`config.mk`:
```
export PLATFORM = sky130hd
export DESIGN_NAME = serpentine_toolpath_point_emitter
export DESIGN_NICKNAME = d
export VERILOG_FILES = /design/src/hdl/stpe_pkg.sv /design/src/hdl/stpe_front.sv /design/src/hdl/stpe_queue.sv /design/src/hdl/stpe_back.sv /design/src/hdl/serpentine_toolpath_point_emitter.sv
export SDC_FILE = /design/constraint.sdc
export NUM_CORES = 1
export LEC_CHECK = 0
export BUFFER_PORTS_ARGS = -buffer_cell sky130_fd_sc_hd__buf_2
export CAP_MARGIN = 10
export CORE_MARGIN = 1.5
export CORE_UTILIZATION = 44
export DETAILED_ROUTE_END_ITERATION = 10
export PLACE_DENSITY_LB_ADDON = 0.3
export SETUP_SLACK_MARGIN = 0.02
export SLEW_MARGIN = 25
export SYNTH_ARGS = -nofsm -noshare
export SYNTH_HDL_FRONTEND = slang
export SYNTH_HIERARCHICAL = 1
export SYNTH_SLANG_ARGS = --single-unit
```
`constraint.sdc`:
```
create_clock -name clk -period 6.3 [get_ports clk]
set_input_delay 0 -clock clk [delete_from_list [all_inputs] [get_ports clk]]
set_output_delay 0 -clock clk [all_outputs]
set_load 0.005 [all_outputs]
```
`src/hdl/stpe_pkg.sv`:
```
// Shared types and constants of the serpentine toolpath point emitter.
`default_nettype none

package stpe_pkg;

    localparam int MAX_GRID_DEF    = 256;
    localparam int HEIGHT_BITS_DEF = 16;

    localparam int CFG_IDX_W = 2;
    localparam int CFG_W     = 16;

    localparam logic [CFG_IDX_W-1:0] REG_GRID_SIZE   = 2'd0;
    localparam logic [CFG_IDX_W-1:0] REG_ROW_STRIDE  = 2'd1;
    localparam logic [CFG_IDX_W-1:0] REG_MIN_HEIGHT  = 2'd2;
    localparam logic [CFG_IDX_W-1:0] REG_SAFE_HEIGHT = 2'd3;

    localparam logic [8:0]  GRID_SIZE_RST   = 9'd250;
    localparam logic [8:0]  ROW_STRIDE_RST  = 9'd16;
    localparam logic [15:0] MIN_HEIGHT_RST  = 16'd0;
    localparam logic [15:0] SAFE_HEIGHT_RST = 16'd26419;

    localparam int QDEPTH = 4;
    localparam int QPTR_W = $clog2(QDEPTH);
    localparam int QCNT_W = $clog2(QDEPTH + 1);

    // result slots of one item, in emission order
    localparam int NSLOT       = 5;
    localparam int SLOT_CUT_A  = 0;
    localparam int SLOT_CUT_B  = 1;
    localparam int SLOT_END    = 2;
    localparam int SLOT_LIFT   = 3;
    localparam int SLOT_RETURN = 4;

    typedef enum logic [1:0] {
        MOVE_CUT    = 2'd0,
        MOVE_LIFT   = 2'd1,
        MOVE_RETURN = 2'd2
    } move_kind_t;

    typedef struct packed {
        logic [NSLOT-1:0] mask;
        logic [7:0]       pcol;
        logic [7:0]       ecol;
        logic [7:0]       row;
        logic [15:0]      pheight;
        logic [15:0]      eheight;
    } desc_t;

endpackage

`default_nettype wire

```
`src/hdl/stpe_front.sv`:
```
// Front end: clamps samples, tracks the walk position and classifies the results of each item.
`default_nettype none

module stpe_front #(
    parameter int MAX_GRID    = stpe_pkg::MAX_GRID_DEF,
    parameter int HEIGHT_BITS = stpe_pkg::HEIGHT_BITS_DEF
) (
    input  wire logic                   clk,
    input  wire logic                   rst_n,
    input  wire logic                   in_valid,
    output logic                        in_stall,
    input  wire logic [HEIGHT_BITS-1:0] sample_height,
    input  wire logic [8:0]             grid_size,
    input  wire logic [8:0]             row_stride,
    input  wire logic [15:0]            min_height,
    input  wire logic                   q_full,
    output logic                        q_push,
    output stpe_pkg::desc_t             q_desc
);

    localparam int CW  = $clog2(MAX_GRID);
    localparam int GW0 = $clog2(MAX_GRID + 1);
    localparam int PW  = ((GW0 > 9) ? GW0 : 9) + 1;
    localparam int HVW = (HEIGHT_BITS > 16) ? HEIGHT_BITS : 16;

    logic [CW-1:0]  col_count_reg, col_count_next;
    logic [CW-1:0]  row_index_reg, row_index_next;
    logic           reverse_row_reg, reverse_row_next;
    logic [HVW-1:0] pending_height_reg, pending_height_next;
    logic           pending_valid_reg, pending_valid_next;
    logic [HVW-1:0] previous_height_reg, previous_height_next;

    logic [PW-1:0]  grid_w, max_w, g, gm1, s, col_w, px, pcol, ccol, row_sum;
    logic [HVW-1:0] raw_w, min_w, h;
    logic           accept, at_edge, inner_diff, prev_diff, last, pass_end;

    always_comb
    begin
        grid_w = PW'(grid_size);
        max_w  = PW'(MAX_GRID);
        if (grid_w < PW'(2))
        begin
            g = PW'(2);
        end
        else if (grid_w > max_w)
        begin
            g = max_w;
        end
        else
        begin
            g = grid_w;
        end
        gm1 = g - PW'(1);
        s   = (row_stride == 9'd0) ? PW'(1) : PW'(row_stride);

        raw_w = HVW'(sample_height);
        min_w = HVW'(min_height);
        h     = (raw_w > min_w) ? raw_w : min_w;

        col_w = PW'(col_count_reg);
        px    = (col_count_reg == '0) ? '0 : col_w - PW'(1);
        pcol  = reverse_row_reg ? (gm1 - px) : px;
        ccol  = reverse_row_reg ? '0 : gm1;

        at_edge    = (px == '0) || (px == gm1);
        inner_diff = (px != '0) && (px < gm1) && (h != pending_height_reg);
        prev_diff  = (pending_height_reg != previous_height_reg) || at_edge;

        last     = (col_w >= gm1);
        row_sum  = PW'(row_index_reg) + s;
        pass_end = last && (row_sum >= g);
    end

    assign in_stall = q_full;
    assign accept   = in_valid && !in_stall;

    always_comb
    begin
        q_desc = '0;
        q_desc.mask[stpe_pkg::SLOT_CUT_A]  = pending_valid_reg && inner_diff;
        q_desc.mask[stpe_pkg::SLOT_CUT_B]  = pending_valid_reg && prev_diff;
        q_desc.mask[stpe_pkg::SLOT_END]    = last;
        q_desc.mask[stpe_pkg::SLOT_LIFT]   = pass_end;
        q_desc.mask[stpe_pkg::SLOT_RETURN] = pass_end;
        q_desc.pcol    = pcol[7:0];
        q_desc.ecol    = ccol[7:0];
        q_desc.row     = 8'(row_index_reg);
        q_desc.pheight = pending_height_reg[15:0];
        q_desc.eheight = h[15:0];
    end

    assign q_push = accept && (q_desc.mask != '0);

    always_comb
    begin
        col_count_next       = col_count_reg;
        row_index_next       = row_index_reg;
        reverse_row_next     = reverse_row_reg;
        pending_height_next  = pending_height_reg;
        pending_valid_next   = pending_valid_reg;
        previous_height_next = previous_height_reg;
        if (accept)
        begin
            if (pending_valid_reg)
            begin
                previous_height_next = pending_height_reg;
                pending_valid_next   = 1'b0;
            end
            if (last)
            begin
                previous_height_next = h;
                col_count_next       = '0;
                if (pass_end)
                begin
                    row_index_next   = '0;
                    reverse_row_next = 1'b0;
                end
                else
                begin
                    row_index_next   = row_sum[CW-1:0];
                    reverse_row_next = !reverse_row_reg;
                end
            end
            else
            begin
                pending_height_next = h;
                pending_valid_next  = 1'b1;
                col_count_next      = col_count_reg + CW'(1);
            end
        end
    end

    always_ff @(posedge clk or negedge rst_n)
    begin
        if (!rst_n)
        begin
            col_count_reg       <= '0;
            row_index_reg       <= '0;
            reverse_row_reg     <= 1'b0;
            pending_height_reg  <= '0;
            pending_valid_reg   <= 1'b0;
            previous_height_reg <= '0;
        end
        else
        begin
            col_count_reg       <= col_count_next;
            row_index_reg       <= row_index_next;
            reverse_row_reg     <= reverse_row_next;
            pending_height_reg  <= pending_height_next;
            pending_valid_reg   <= pending_valid_next;
            previous_height_reg <= previous_height_next;
        end
    end

endmodule

`default_nettype wire

```
`src/hdl/stpe_queue.sv`:
```
// Short descriptor queue between the front end and the back end.
`default_nettype none

module stpe_queue (
    input  wire logic            clk,
    input  wire logic            rst_n,
    input  wire logic            push,
    input  wire stpe_pkg::desc_t push_desc,
    output logic                 full,
    input  wire logic            pop,
    output logic                 head_valid,
    output stpe_pkg::desc_t      head_desc
);

    stpe_pkg::desc_t                  entry_reg [stpe_pkg::QDEPTH];
    logic [stpe_pkg::QPTR_W-1:0]      wr_ptr_reg, wr_ptr_next;
    logic [stpe_pkg::QPTR_W-1:0]      rd_ptr_reg, rd_ptr_next;
    logic [stpe_pkg::QCNT_W-1:0]      count_reg, count_next;
    logic                             do_push, do_pop;

    assign full       = (count_reg == stpe_pkg::QCNT_W'(stpe_pkg::QDEPTH));
    assign head_valid = (count_reg != '0);
    assign head_desc  = entry_reg[rd_ptr_reg];
    assign do_push    = push && !full;
    assign do_pop     = pop && head_valid;

    always_comb
    begin
        wr_ptr_next = do_push ? wr_ptr_reg + stpe_pkg::QPTR_W'(1) : wr_ptr_reg;
        rd_ptr_next = do_pop ? rd_ptr_reg + stpe_pkg::QPTR_W'(1) : rd_ptr_reg;
        count_next  = count_reg;
        if (do_push && !do_pop)
        begin
            count_next = count_reg + stpe_pkg::QCNT_W'(1);
        end
        else if (do_pop && !do_push)
        begin
            count_next = count_reg - stpe_pkg::QCNT_W'(1);
        end
    end

    always_ff @(posedge clk)
    begin
        if (do_push)
        begin
            entry_reg[wr_ptr_reg] <= push_desc;
        end
    end

    always_ff @(posedge clk or negedge rst_n)
    begin
        if (!rst_n)
        begin
            wr_ptr_reg <= '0;
            rd_ptr_reg <= '0;
            count_reg  <= '0;
        end
        else
        begin
            wr_ptr_reg <= wr_ptr_next;
            rd_ptr_reg <= rd_ptr_next;
            count_reg  <= count_next;
        end
    end

endmodule

`default_nettype wire

```
`src/hdl/stpe_back.sv`:
```
// Back end: walks the result slots of each queued item into the output register.
`default_nettype none

module stpe_back (
    input  wire logic            clk,
    input  wire logic            rst_n,
    input  wire logic            head_valid,
    input  wire stpe_pkg::desc_t head_desc,
    output logic                 pop,
    input  wire logic [15:0]     safe_height,
    output logic                 out_valid,
    input  wire logic            out_stall,
    output logic [1:0]           move_kind,
    output logic [7:0]           column,
    output logic [7:0]           row,
    output logic [15:0]          point_height,
    output logic                 last_of_run
);

    logic [stpe_pkg::NSLOT-1:0] consumed_reg, consumed_next;
    logic                       out_valid_reg;
    stpe_pkg::move_kind_t       kind_reg;
    logic [7:0]                 column_reg, row_reg;
    logic [15:0]                height_reg;
    logic                       last_reg;

    logic [stpe_pkg::NSLOT-1:0] remaining, sel;
    logic                       load, sel_last;
    stpe_pkg::move_kind_t       sel_kind;
    logic [7:0]                 sel_col, sel_row;
    logic [15:0]                sel_height;

    assign remaining = head_desc.mask & ~consumed_reg;
    assign sel       = remaining & (~remaining + stpe_pkg::NSLOT'(1));
    assign sel_last  = ((remaining & ~sel) == '0);
    assign load      = head_valid && (!out_valid_reg || !out_stall);
    assign pop       = load && sel_last;

    always_comb
    begin
        sel_kind   = stpe_pkg::MOVE_CUT;
        sel_col    = head_desc.pcol;
        sel_row    = head_desc.row;
        sel_height = head_desc.pheight;
        case (sel)
            5'b00001, 5'b00010:
            begin
                sel_kind = stpe_pkg::MOVE_CUT;
            end
            5'b00100:
            begin
                sel_col    = head_desc.ecol;
                sel_height = head_desc.eheight;
            end
            5'b01000:
            begin
                sel_kind   = stpe_pkg::MOVE_LIFT;
                sel_col    = head_desc.ecol;
                sel_height = safe_height;
            end
            5'b10000:
            begin
                sel_kind   = stpe_pkg::MOVE_RETURN;
                sel_col    = 8'd0;
                sel_row    = 8'd0;
                sel_height = safe_height;
            end
            default:
            begin
                sel_kind = stpe_pkg::MOVE_CUT;
            end
        endcase
    end

    always_comb
    begin
        consumed_next = consumed_reg;
        if (load)
        begin
            consumed_next = sel_last ? '0 : (consumed_reg | sel);
        end
    end

    always_ff @(posedge clk or negedge rst_n)
    begin
        if (!rst_n)
        begin
            consumed_reg  <= '0;
            out_valid_reg <= 1'b0;
        end
        else
        begin
            consumed_reg <= consumed_next;
            if (load)
            begin
                out_valid_reg <= 1'b1;
            end
            else if (!out_stall)
            begin
                out_valid_reg <= 1'b0;
            end
        end
    end

    always_ff @(posedge clk)
    begin
        if (load)
        begin
            kind_reg   <= sel_kind;
            column_reg <= sel_col;
            row_reg    <= sel_row;
            height_reg <= sel_height;
            last_reg   <= sel_last;
        end
    end

    assign out_valid    = out_valid_reg;
    assign move_kind    = kind_reg;
    assign column       = column_reg;
    assign row          = row_reg;
    assign point_height = height_reg;
    assign last_of_run  = last_reg;

    // a queued item always has a slot left to send
    assert property (@(posedge clk) disable iff (!rst_n)
        head_valid |-> (remaining != '0))
        else $error("queued item with no result left");

    // return to origin closes the item at the origin
    assert property (@(posedge clk) disable iff (!rst_n)
        (out_valid_reg && (kind_reg == stpe_pkg::MOVE_RETURN))
            |-> (last_reg && (column_reg == 8'd0) && (row_reg == 8'd0)))
        else $error("return move not last or not at origin");

    // a lift is always followed by the return of the same item
    assert property (@(posedge clk) disable iff (!rst_n)
        (load && (sel_kind == stpe_pkg::MOVE_LIFT)) |-> !sel_last)
        else $error("lift sent as last result");

endmodule

`default_nettype wire

```
`src/hdl/serpentine_toolpath_point_emitter.sv`:
```
// Top level of the serpentine toolpath point emitter: config registers, front end, queue, back end.
//
// Input channel: sample_height with in_valid/in_stall, one heightmap sample per item in
// serpentine walk order. Output channel: move_kind, column, row, point_height and
// last_of_run with out_valid/out_stall, up to five moves per item. Config port: cfg_write,
// cfg_index and cfg_data write grid_size, row_stride, min_height, safe_height.
// A sample is taken while in_stall is low; its results are queued (four items deep) and
// leave the output register one per cycle while out_stall is low, the first one
// passing through a queue entry and then the output register. A sample with at most
// one result sustains one sample per cycle unless the output stalls; the output rate
// of one move per cycle sets the pace otherwise (up to five moves at the end of a pass).
// Reset clears the walk position and loads the default register values; no
// clearing pass is needed. When the receiver stalls, the output holds, the queue
// fills, and in_stall rises once the queue is full.
`default_nettype none

module serpentine_toolpath_point_emitter #(
    parameter int MAX_GRID    = stpe_pkg::MAX_GRID_DEF,
    parameter int HEIGHT_BITS = stpe_pkg::HEIGHT_BITS_DEF
) (
    input  wire logic                           clk,
    input  wire logic                           rst_n,
    input  wire logic                           cfg_write,
    input  wire logic [stpe_pkg::CFG_IDX_W-1:0] cfg_index,
    input  wire logic [stpe_pkg::CFG_W-1:0]     cfg_data,
    input  wire logic                           in_valid,
    output logic                                in_stall,
    input  wire logic [HEIGHT_BITS-1:0]         sample_height,
    output logic                                out_valid,
    input  wire logic                           out_stall,
    output logic [1:0]                          move_kind,
    output logic [7:0]                          column,
    output logic [7:0]                          row,
    output logic [15:0]                         point_height,
    output logic                                last_of_run
);

    logic [8:0]  grid_size_reg, row_stride_reg;
    logic [15:0] min_height_reg, safe_height_reg;

    logic            q_push, q_full, q_pop, q_head_valid;
    stpe_pkg::desc_t q_desc, q_head;

    always_ff @(posedge clk or negedge rst_n)
    begin
        if (!rst_n)
        begin
            grid_size_reg   <= stpe_pkg::GRID_SIZE_RST;
            row_stride_reg  <= stpe_pkg::ROW_STRIDE_RST;
            min_height_reg  <= stpe_pkg::MIN_HEIGHT_RST;
            safe_height_reg <= stpe_pkg::SAFE_HEIGHT_RST;
        end
        else if (cfg_write)
        begin
            case (cfg_index)
                stpe_pkg::REG_GRID_SIZE:   grid_size_reg   <= cfg_data[8:0];
                stpe_pkg::REG_ROW_STRIDE:  row_stride_reg  <= cfg_data[8:0];
                stpe_pkg::REG_MIN_HEIGHT:  min_height_reg  <= cfg_data;
                stpe_pkg::REG_SAFE_HEIGHT: safe_height_reg <= cfg_data;
                default:
                begin
                end
            endcase
        end
    end

    stpe_front #(
        .MAX_GRID    (MAX_GRID),
        .HEIGHT_BITS (HEIGHT_BITS)
    ) u_front (
        .clk           (clk),
        .rst_n         (rst_n),
        .in_valid      (in_valid),
        .in_stall      (in_stall),
        .sample_height (sample_height),
        .grid_size     (grid_size_reg),
        .row_stride    (row_stride_reg),
        .min_height    (min_height_reg),
        .q_full        (q_full),
        .q_push        (q_push),
        .q_desc        (q_desc)
    );

    stpe_queue u_queue (
        .clk        (clk),
        .rst_n      (rst_n),
        .push       (q_push),
        .push_desc  (q_desc),
        .full       (q_full),
        .pop        (q_pop),
        .head_valid (q_head_valid),
        .head_desc  (q_head)
    );

    stpe_back u_back (
        .clk          (clk),
        .rst_n        (rst_n),
        .head_valid   (q_head_valid),
        .head_desc    (q_head),
        .pop          (q_pop),
        .safe_height  (safe_height_reg),
        .out_valid    (out_valid),
        .out_stall    (out_stall),
        .move_kind    (move_kind),
        .column       (column),
        .row          (row),
        .point_height (point_height),
        .last_of_run  (last_of_run)
    );

endmodule

`default_nettype wire
```
==> results of run 1 <==
==> power by group through the flow <==
stage / sequential (mW) / combinational (mW) / clock [mW]
6_report: 4.48 / 3.88 / 2.25
5_1_grt: 4.57 / 4.28 / 2.40
4_1_cts: 4.48 / 3.90 / 2.31
3_5_place_dp: 4.52 / 3.87 / 0
3_3_place_gp: 4.49 / 3.82 / 0
2_1_floorplan: 4.22 / 2.98 / 0
==> layer usage <==
layer / up-vias / GRT usage [%] / share of wire [%]
li1: 4848 / - / -
met1: 5322 / 29.48 / 48
met2: 268 / 29.79 / 44
met3: 60 / 3.422 / 5.5
met4: 0 / 6.655 / 2.5
met5: - / 0 / 0
==> critical path, stage by stage (launching register included) <==
cell	delay [ns]
dfrtp_1	0.40
nor4_1	0.47
nor2b_1	0.28
nand2b_1	0.16
o211a_1	0.29
inv_1	0.13
ha_1	0.21
inv_1	0.12
xnor2_1	0.38
inv_1	0.09
ha_1	0.37
o21a_1	0.13
o21ai_0	0.14
a21o_1	0.13
a211oi_1	0.06
or3_1	0.38
a21oi_2	0.21
o31a_1	0.18
nor2b_1	0.45
ha_1	0.28
inv_1	0.06
fa_1	0.37
xor2_1	0.17
nor2_1	0.12
xor2_1	0.17
==> layout make-up <==
cell class	instances	area (sq um)	share of cell area, %
antenna	1	2.502	0.01205
clock buffer	58	1120	5.394
clock inverter	14	115.1	0.5545
inverter	71	266.5	1.284
multi-input combinational	712	6391	30.79
sequential	392	11230	54.10
tap	532	665.6	3.206
timing repair buffer	132	968.4	4.665
==> worst paths after layout <==
path | depth (start not counted) | startpoint | endpoint
max in group asynchronous | 4 | rst_n | u_front/row_index_reg[2]
worst min register to register | 1 | u_queue/count_reg[2] | u_queue/count_reg[2]
min in group asynchronous | 3 | rst_n | u_queue/count_reg[2]
worst max-delay path | 24 | grid_size_reg[2] | u_queue/count_reg[2]
worst max register to register | 24 | grid_size_reg[2] | u_queue/count_reg[2]
worst min-delay path | 3 | cfg_index[1] | grid_size_reg[6]
==> layout by cell type, fill, tap and decap left out, types with 21 or more instances in the layout <==
master         netlist  layout
edfxtp_1           279     279
dfrtp_1             97      95
buf_2               16      74
inv_1               70      70
ha_1                66      66
nor2_1              64      64
mux4_2              58      58
a21oi_1             57      56
nand2_1             55      55
clkbuf_16            0      41
a22o_1              41      41
xnor2_1             38      38
dlygate4sd3_1        0      37
o21ai_0             32      32
mux2_2              31      31
xor2_1              29      29
a21o_1              28      28
mux2i_1             24      24
mux2_4              21      21
==> Yosys cell counts, drive strengths merged, types with 4 or more instances <==
library cell,n,area (sq um)
a21boi,4,30.03
a21o,28,210.2
a21oi,58,294.0
a22o,41,359.1
and2,13,81.33
buf,32,294.0
clkbuf,36,135.1
dfrtp,97,2427
dfstp,16,420.4
edfxtp,279,8378
ha,66,825.8
inv,70,262.8
mux2,52,664.4
mux2i,24,240.2
mux4,61,1385
nand2,56,212.7
nand2b,16,102.6
nand3,14,82.58
nand3b,6,61.31
nand4,10,62.56
nor2,65,246.5
nor2b,12,75.07
nor3,15,80.08
nor3b,4,40.03
nor4,12,81.33
o21ai,35,178.9
o31ai,4,30.03
or2,4,25.02
xnor2,38,332.8
xor2,29,254.0
==> logic make-up after synthesis <==
| family | share of synthesized area (%) |
|---|---|
| DFF | 61.39 |
| muxes | 12.52 |
| other | 0.04107 |
| and+or+nand+nor | 6.719 |
| buffers and inverters | 3.804 |
| xor gates and xnor gates | 3.209 |
| adders and majority gates | 4.844 |
| AOI/OAI and AO/OA | 7.472 |
==> timing repair <==
item,CTS,global route
hold buffers,36,1
hold endpoints to repair,180,14
resized for setup,0,0
==> impl_metrics.ini, run 1 <==
[global_route]
grt_pass1_vias = 10531
grt_max_degree = 64
grt_usage_pct = 19.90
antenna_found_initial = 2
grt_pass1_wl_um = 63160
gr-total-overflow = 0

[final_layout]
fill_cells = 3462
nets = 1457
fin_cells = 1912
largest_reg_flops = 244
fin_util_pct = 50.73
postLayoutCellArea_sq_mm = 0.02076
area_delta_synth_final_pct = 13.53
drive_above_1_share_pct = 22.04

[timing]
rsz0062_at_grt = no
whs_ns = 0.03669
fmax_mhz = 171.7
period_share_pct = 92.46
period_needed_ns = 5.825
setup_tns_ns = 0
finalSetupViolCount = 0
worst_pin_slew_ns = 1.107
relSlewSlack_pct = 26.19
report.final.slew_viol_count = 0
fin_ws_ns = 0.4751
fin_skew_ns = 0.01655
finalHoldViolCount = 0

[setup_path]
r2r_setup_slack_ns = 0.48
cp.required_ns = 6.76
worst_setup_path_end_kind = register
path_class = register to register
critPathLaunchType = register
arrival_ns = 6.28
cp_max_fo = 7

[die]
rows = 74
start_util_pct = 44.68
dieHeight_um = 206.9
die_w_um = 206.9
die-area_sq_mm = 0.04279
io_pins = 76
core_area_sq_mm = 0.04092

[power_and_ir_drop]
powerDensity_mw_per_mm2 = 511.0
p_sw_mw = 3.695
power.internal_mw = 6.913
pwr-share-seq_pct = 42.2
finalPower_mw = 10.61
power_frac_clock_pct = 21.3
power.share.switching_pct = 34.83
pwr-share-comb_pct = 36.6
ir_worst_vdd_mv = 0.2238
leakage_nw = 8.180

[min_path]
hold_path_class = input port to register

[yosys]
synth_seq_area_share_pct = 61.39
synthesis.instances = 1242
ys.flop_type = edfxtp_1
netlist_area_sq_mm = 0.01829
async_flop_share_pct = 28.83
ys_seq_elements = 392
syn_avg_cell_area_sq_um = 14.72
synth.distinct_cells = 78
synth_warnings = 6
synth_edf_count = 279

[drt]
drtAntennaViolNets = 0
route.final.wire_length_um = 41440
first_pass_iters = 5
wl_per_cell_um = 21.67
drtIter0Drc = 820
drc_errors = 0
vias_per_cell = 5.491
vias = 10498

[status]
status = finished, final reports clean

[placement]
pre_cts_ws_ns = 0.5957
place_congestion = 0.8883
portBuffers = 75
dp_hpwl_um = 27670
dpl-instance-area_sq_mm = 0.01912
dp.cells = 1801

[cts]
cts_buffers = 40
clk_path_buf_depth = 3
cts.sinks = 392
h-tree-depth = 2
ctsRootBufferMaster = clkbuf_16
worstSkewPairLatency_ns = 0.54
clk_pin_slew_ns = 0.06
postCtsSetupBuffers = 0
cts_tree = yes

[run]
maxCapViolations = 0
No activity file was read; power rests on OpenSTA's default activity.
==> inputs of run 2 (changes only) <==
--- a/config.mk
+++ b/config.mk
@@ -5,11 +5,13 @@
 export SDC_FILE = /design/constraint.sdc
 export NUM_CORES = 1
 export LEC_CHECK = 0
+export ABC_AREA = 1
 export BUFFER_PORTS_ARGS = -buffer_cell sky130_fd_sc_hd__buf_2
 export CAP_MARGIN = 10
 export CORE_MARGIN = 1.5
 export CORE_UTILIZATION = 44
 export DETAILED_ROUTE_END_ITERATION = 10
+export GPL_TIMING_DRIVEN = 0
 export PLACE_DENSITY_LB_ADDON = 0.3
 export SETUP_SLACK_MARGIN = 0.02
 export SLEW_MARGIN = 25
==> impl_metrics.ini, run 2 <==
[status]
status = finished, final reports clean

[yosys]
yosys-top-cells-area = edfxtp_1, dfrtp_1, nand2_1
synth_edf_count = 279
yosysMostFrequentCell = nand2_1
synthesis.instances = 2011
ys.flop_type = edfxtp_1
ys_seq_elements = 392
synth_top_area_cell = edfxtp_1
async_flop_share_pct = 28.83
synth_warnings = 6
synth.distinct_cells = 52
synth_top_cell_area_share_pct = 42.46
synth_seq_area_share_pct = 56.89
netlist_area_sq_mm = 0.01973
synthTopCellsByCount = nand2_1, inv_1, edfxtp_1, o211ai_1, nand3_1
syn_avg_cell_area_sq_um = 9.812

[die]
start_util_pct = 44.62
rows = 77
core_area_sq_mm = 0.04422
io_pins = 76
dieHeight_um = 214.8
die_w_um = 214.8
die-area_sq_mm = 0.04612

[power_and_ir_drop]
power.internal_mw = 7.287
finalPower_mw = 12.19
power_frac_clock_pct = 20.8
power.share.switching_pct = 40.21
powerDensity_mw_per_mm2 = 527.0
pwr-share-seq_pct = 35.6
leakage_nw = 10.34
p_sw_mw = 4.901
pwr-share-comb_pct = 43.6
ir_worst_vdd_mv = 0.2333

[global_route]
grt_max_degree = 82
gr-total-overflow = 0
grt_pass1_wl_um = 79090
grt_usage_pct = 22.11
grt_pass1_vias = 14318
antenna_found_initial = 0

[drt]
drtIter0Drc = 1280
drc_errors = 0
wl_met3_um = 3649
wl_met2_um = 23620
wl_per_cell_um = 18.06
first_pass_iters = 5
drtAntennaViolNets = 0
vias = 14698
topRoutingLayerUsed = met4
vias_per_cell = 5.221
route.final.wire_length_um = 50830
wl_met1_um = 22370

[placement]
place_congestion = 0.8796
dp_hpwl_um = 37010
pre_cts_ws_ns = 0.03939
portBuffers = 73

[timing]
fin_skew_ns = 0.02019
finalSetupViolCount = 0
fmax_mhz = 172.3
finalHoldViolCount = 0
worst_pin_slew_ns = 0.7649
period_share_pct = 92.12
rsz0062_at_grt = no
whs_ns = 0.02931
fin_ws_ns = 0.4966
period_needed_ns = 5.803
report.final.slew_viol_count = 0
relSlewSlack_pct = 48.54

[cts]
cts.sinks = 392
clk_path_buf_depth = 3
cts_tree = yes
ctsRootBufferMaster = clkbuf_16
cts_buffers = 42
worstSkewPairLatency_ns = 0.57
clk_pin_slew_ns = 0.06
h-tree-depth = 2

[min_path]
min_from = sample_height[12]
hold_path_class = input port to register

[setup_path]
cp.required_ns = 6.57
cp_max_fo = 17
path_class = register to register
worst_setup_path_end_kind = register
critPathLaunchType = register
r2r_start = grid_size_reg[4]
crit_start = grid_size_reg[4]
arrival_ns = 6.07

[final_layout]
drive_above_1_share_pct = 13.95
largest_reg_flops = 244
layout_commonest_cell = nand2_1
n_antenna_cell = 0
nets = 2298
fill_cells = 3854
fin_util_pct = 52.30
layout_common_cells = nand2_1, inv_1, edfxtp_1, o211ai_1, nand3_1
area_delta_synth_final_pct = 17.20

[run]
maxCapViolations = 0
-- run 2: cell types whose count changed in the layout (fill, tap and decap cells not counted), sizes merged, moves of 27 or more --
cell and change:
a21o -27, a22o -41, buf +65, inv +231
mux2 -52, mux4 -61, nand2 +520, nand3 +98
nand4 +44, nor2 +28, o211ai +119
-- run 2: stage by stage --
stage	std cells	TNS [ns]	cell area [sq um]
finish	2815	0	23130
global route	2815	0	23130
CTS	2813	0	23110
detailed placement	2691	0	21220
global placement	2677	-842.12	20840
floorplan	2012	0	19740
-- run 2: routing by layer --
metal  vias up  global-route usage [%]
met5         -                       0
met4         0                   6.385
met3        85                   3.723
met2       510                   36.15
met1      7039                   30.33
li1       7064                       -
-- run 2: area by class of cell --
cell class                 instances  area, sq um  share of cell area, %
buffer                            93        733.2                  3.170
tap                              592        740.7                  3.203
sequential                       392        11230                  48.54
multi-input combinational       1226         6676                  28.87
inverter                         301         1135                  4.907
clock buffer                      50         1122                  4.853
timing repair buffer             134         1194                  5.161
clock inverter                    27        299.0                  1.293
-- run 2: repair_timing --
action                                 in CTS  in global routing
pin swaps                                   0                  1
setup buffers                               0                  2
setup endpoints to repair                  10                 15
endpoints found under the hold margin     171                  0
cloned                                      0                  0
resized for setup                           1                  0
hold buffers                               45                  0
-- run 2: cells by family (layout without fill, tap and decap cells) --
group / after synthesis / count (layout) / synth area share [%]
simple gates: 865 / 865 / 18.93
buf+inv: 394 / 605 / 9.467
flops: 392 / 392 / 56.89
compound gates: 261 / 261 / 8.935
fa+ha+maj: 69 / 69 / 4.490
xor+xnor: 28 / 28 / 1.243
other cells: 2 / 3 / 0.03806
-- run 2: critical path: stages (launching register included) --
cell      delay [ns]
dfstp_2         0.55
or2_1           0.12
nor3_2          0.05
nand3_1         0.06
inv_1           0.06
nor3_2          0.39
inv_1           0.21
nand3_1         0.15
nor2_1          0.07
nand2_1         0.08
xor2_1          0.44
ha_1            0.24
nand4_1         0.11
o221ai_1        0.22
a31oi_1         0.11
nand2_1         0.09
nand2_2         0.06
buf_6           0.16
buf_2           0.23
nand2_1         0.10
inv_1           0.04
a21oi_1         0.46
nand2_1         0.43
nor2_4          0.61
buf_16          0.24
buf_8           0.18
-- run 2: worst paths after layout --
kind	end	slack [ns]	cells past startpoint
worst max-delay path	u_queue/entry_reg[3][18]	0.50	25
worst min-delay path	u_queue/entry_reg[3][12]	0.03	3
worst max register to register	u_queue/entry_reg[3][18]	0.50	25
worst min register to register	grid_size_reg[5]	0.48	2
max in group asynchronous	safe_height_reg[5]	5.36	4
min in group asynchronous	u_front/previous_height_reg[4]	0.50	4
-- run 2: power by group through the flow --
| stage | registers [mW] | logic, mW | clock network, mW |
|---|---|---|---|
| 2_1_floorplan | 4.28 | 3.51 | 0 |
| 3_3_place_gp | 4.42 | 4.96 | 0 |
| 5_1_grt | 4.42 | 5.90 | 2.68 |
| 4_1_cts | 4.34 | 5.30 | 2.58 |
| 6_report | 4.34 | 5.31 | 2.54 |
| 3_5_place_dp | 4.39 | 5.24 | 0 |
